## src/sv/mmfba_pkg.sv

```systemverilog
package mmfba_pkg;

   localparam int MAX_ENDPOINTS = 64;
   localparam int BW_BITS       = 48;
   localparam int FLD_BITS      = BW_BITS + 1;
   localparam int IDX_BITS      = 6;
   localparam int CNT_BITS      = IDX_BITS + 1;
   localparam int STEP_BITS     = $clog2(BW_BITS);

   typedef enum logic [3:0] {
      ST_LOAD,
      ST_ACCUM,
      ST_CHECK,
      ST_SEL,
      ST_DSTART,
      ST_DWAIT,
      ST_XSTART,
      ST_XWAIT,
      ST_EMIT_RD,
      ST_EMIT_OUT,
      ST_EMIT_WAIT
   } state_type;

   typedef struct packed {
      logic busy;
      logic done;
   } div_stat_type;

endpackage

```

## src/sv/mmfba_div.sv

```systemverilog
// Restoring divider, one quotient bit per cycle.
module mmfba_div (
   input  logic                            clock,
   input  logic                            reset,
   input  logic                            start,
   input  logic [mmfba_pkg::BW_BITS-1:0]   dividend,
   input  logic [mmfba_pkg::CNT_BITS-1:0]  divisor,
   output logic [mmfba_pkg::BW_BITS-1:0]   quotient,
   output mmfba_pkg::div_stat_type         stat
);
   import mmfba_pkg::*;

   logic                 busy_ff, busy_in;
   logic                 done_ff, done_in;
   logic [STEP_BITS-1:0] cnt_ff, cnt_in;
   logic [CNT_BITS-1:0]  rem_ff, rem_in;
   logic [BW_BITS-1:0]   quo_ff, quo_in;
   logic [CNT_BITS-1:0]  dvs_ff, dvs_in;
   logic [CNT_BITS:0]    trial;
   logic                 ge;

   assign trial = {rem_ff, quo_ff[BW_BITS-1]};
   assign ge    = trial >= {1'b0, dvs_ff};

   always_comb begin
      busy_in = busy_ff;
      done_in = 1'b0;
      cnt_in  = cnt_ff;
      rem_in  = rem_ff;
      quo_in  = quo_ff;
      dvs_in  = dvs_ff;
      if (start) begin
         busy_in = 1'b1;
         cnt_in  = '0;
         rem_in  = '0;
         quo_in  = dividend;
         dvs_in  = divisor;
      end else if (busy_ff) begin
         // partial remainder stays below the divisor, so it fits CNT_BITS
         rem_in = ge ? CNT_BITS'(trial - {1'b0, dvs_ff}) : CNT_BITS'(trial);
         quo_in = {quo_ff[BW_BITS-2:0], ge};
         cnt_in = cnt_ff + STEP_BITS'(1);
         if (cnt_ff == STEP_BITS'(BW_BITS - 1)) begin
            busy_in = 1'b0;
            done_in = 1'b1;
         end
      end
   end

   always_ff @(posedge clock) begin
      if (reset) begin
         busy_ff <= 1'b0;
         done_ff <= 1'b0;
         cnt_ff  <= '0;
      end else begin
         busy_ff <= busy_in;
         done_ff <= done_in;
         cnt_ff  <= cnt_in;
      end
   end

   always_ff @(posedge clock) begin
      rem_ff <= rem_in;
      quo_ff <= quo_in;
      dvs_ff <= dvs_in;
   end

   assign quotient  = quo_ff;
   assign stat.busy = busy_ff;
   assign stat.done = done_ff;

   a_start_busy: assert property (@(posedge clock) disable iff (reset)
      start |=> busy_ff) else $error("divider did not start");
   a_done_idle: assert property (@(posedge clock) disable iff (reset)
      done_ff |-> !busy_ff) else $error("divider done while busy");

endmodule

```

## config.mk

```make
export PLATFORM = sky130hd
export DESIGN_NAME = mmfba_div
export DESIGN_NICKNAME = d
export VERILOG_FILES = /design/src/sv/mmfba_pkg.sv /design/src/sv/mmfba_div.sv
export SDC_FILE = /design/constraint.sdc
export NUM_CORES = 1
export LEC_CHECK = 0
export ABC_CLOCK_PERIOD_IN_PS = 2900
export BUFFER_PORTS_ARGS = -buffer_cell sky130_fd_sc_hd__buf_4
export CAP_MARGIN = 0
export CORE_ASPECT_RATIO = 1.2
export CORE_MARGIN = 10
export CORE_UTILIZATION = 45
export CTS_CLUSTER_DIAMETER = 120
export CTS_CLUSTER_SIZE = 10
export DETAILED_ROUTE_END_ITERATION = 6
export HOLD_SLACK_MARGIN = 0.03
export PLACE_DENSITY = 0.74
export SETUP_SLACK_MARGIN = 0.02
export SLEW_MARGIN = 20
export SYNTH_ARGS = -nofsm -noshare
export SYNTH_HDL_FRONTEND = slang
export SYNTH_SLANG_ARGS = --single-unit
export TNS_END_PERCENT = 1
```

## constraint.sdc

```tcl
create_clock -name clock -period 2.9 [get_ports clock]
set_clock_uncertainty 0.2 [all_clocks]
set_input_delay 0.145 -clock clock [delete_from_list [all_inputs] [get_ports clock]]
set_output_delay 0.145 -clock clock [all_outputs]
set_load 0.03 [all_outputs]
```

==> flow_summary.json <==
{
  "outcome": "finished clean",
  "layout.nets": 480,
  "syn_area_um2": 3390,
  "ff2ff_path_depth": 7,
  "critical_path_required_ns": 2.95,
  "grtUsageTotal": 0.164,
  "io_pins": 108,
  "antenna_found_initial": 1,
  "maxSlewViolCount": 0,
  "post_cts_resized": 0,
  "routed_wl_um": 9490,
  "start_util": 0.464,
  "synth-compound-area-share": 0.0804,
  "worstSetupPathType": "reg2reg",
  "worst-path-stages": 7,
  "ys.flop_type": "edfxtp_1",
  "root_buffer": "clkbuf_8",
  "grt_pass1_wl_um": 14900,
  "ys_seq_area_frac": 0.575,
  "first_pass_iters": 4,
  "clock_sinks": 70,
  "gp_routability_congestion": 0.836,
  "yosys-top-cells-area": "edfxtp_1, mux2_2, dfxtp_1",
  "grt_max_degree": 49,
  "p_total_mw": 2.76,
  "area_growth_pct": 48.7,
  "syn_inst": 248,
  "muxShareOfSynthArea": 0.162,
  "synth_adder_area_share": 0.0354,
  "p_leak_nw": 2.11,
  "hold_violations": 0,
  "drv_cap": 0,
  "insertion_delay_ns": 0.34,
  "cp_cell_sequence": "inv_1 -> ha_1 -> fa_1 -> nand2b_2 -> a211oi_2 -> o311ai_1 -> a311oi_1",
  "post_drt_wl_per_cell_um": 18.7,
  "cts_setup_buffers": 0,
  "grt-ovfl-total": 0,
  "slowest_stage": "fa_1",
  "cp_data_arrival_time_ns": 2.34,
  "finalWorstSetupSlack_ns": 0.610,
  "cp.buffers_inverters": 1,
  "hold_class": "in2reg",
  "vias_per_cell": 5.19,
  "tns_ns": 0,
  "slowest_delay_ns": 0.42,
  "crit_fanout": 4,
  "final_cell_mix": "buf_4, dlygate4sd3_1, edfxtp_1, mux2_2, dfxtp_1",
  "synth_top_area_frac": 0.487,
  "final.period_utilization": 0.790,
  "cts_tree": "done",
  "port_buffers": 107,
  "synth-simple-area-share": 0.0962,
  "synth_area_per_cell_um2": 13.7,
  "async_flop_share": 0,
  "cp-start-kind": "flop",
  "grt_pass1_vias": 2887,
  "die_width_um": 99.3,
  "place_hpwl_um": 6230,
  "numCtsBuffers": 9,
  "worstSetupEndpointType": "flop",
  "yosysTopAreaCell": "edfxtp_1",
  "fmax_mhz": 437,
  "drive_gt1_frac": 0.450,
  "yosys_register_bits": 70,
  "synth_top_family_by_area": "multiplexers",
  "cts_hold_buf": 56,
  "htreeDepth": 3,
  "holdPathStages": 1,
  "dp_slack_ns": 0.607,
  "relSlewSlack": 0.716,
  "ys_warn_count": 0,
  "drt_iter0_markers": 176,
  "period_minus_slack_ns": 2.29,
  "core.rowCount": 34,
  "cts_max_path_buffers": 2,
  "die-area_um2": 11400,
  "route.vias.total": 2640,
  "finalSetupViolCount": 0,
  "tightest_slew_ns": 0.425,
  "syn_nets": 315,
  "pwr_density_cell_nw_per_um2": 548,
  "drc": 0,
  "synth_edf_count": 55,
  "ant_nets": 0,
  "fp.coreArea_um2": 7320,
  "layout.cells.most_common": "buf_4",
  "synth-xor-area-share": 0.0155,
  "yosys.cell_types.count": 48,
  "vdd_drop_max_mv": 0.383,
  "cts.clk_slew.worst_paths_ns": 0.08,
  "rsz0062_at_grt": "no",
  "crit_family": "compound AO/OA/AOI/OAI gates",
  "die_y_um": 115
}
area by class of cell:
cell class / count / area (µm²)
multi-input cells: 154 / 1330
flip-flops and latches: 70 / 1950
clock buffers: 9 / 124
diodes: 1 / 2.50
inverters: 12 / 45.0
clock inverters: 7 / 88.8
repair buffers: 166 / 1400
fillers: 527 / 2270
well taps: 90 / 113
flip-flops by register name (all words and copies together) (netlist names):
register / count
quotient: 48
dvs_ff: 7
rem_ff: 7
cnt_ff: 6
busy_ff: 1
done_ff: 1
kinds of logic (layout without fill, tap and decap cells):
kind of cell,Yosys count,count (layout)
buf+inv,24,194
compound gates,33,33
mux,49,49
flops,70,70
simple gates,57,57
xor+xnor,6,6
fa+ha+maj,9,9
other cells,0,1
worst paths after layout:
path / start / end / slack (ns)
min reg2reg: cnt_ff[5] / cnt_ff[5] / 0.30
min: start / dvs_ff[6] / 0.06
max: quotient[47] / rem_ff[2] / 0.61
max reg2reg: quotient[47] / rem_ff[2] / 0.61
cells in the mapped netlist, types with 3 or more instances:
cell and count:
xnor2_1 3, o21ai_0 3, edfxtp_1 55, nor3_1 6, o31ai_1 4, nor2_1 10
a41oi_1 4, and3_1 6, xor2_1 3, a21oi_1 3, nand4_1 4, mux2_2 48
or2_2 3, nor3b_1 3, o311ai_1 3, nand2_1 8, nor2b_1 5, inv_1 11
ha_1 8, buf_2 6, dfxtp_1 15
stage by stage:
stage	util	area (µm²)	hold WS, ns	std cells
2_1_floorplan	-	3390	0.0174	248
3_3_place_gp	0.584	4270	0.111	436
3_5_place_dp	0.584	4270	0.121	436
4_1_cts	0.690	5050	0.0618	508
5_1_grt	0.690	5050	0.0640	509
6_report	0.690	5050	0.0642	509
report_power, final:
| group | switching [mW] | leakage [nW] | total (mW) | internal (mW) |
|---|---|---|---|---|
| combinational | 0.351 | 1.33 | 0.660 | 0.309 |
| clock | 0.382 | 0.103 | 0.860 | 0.478 |
| sequential | 0.0514 | 0.674 | 1.24 | 1.19 |
layer usage:
layer,GRT usage,part of all wire,vias to the layer above
met2,0.287,0.53,87
met4,0.0469,0.0095,0
met1,0.174,0.37,1267
met5,0,0,-
li1,-,-,1277
met3,0.0732,0.090,9
Power figures use the tool's default switching activity.
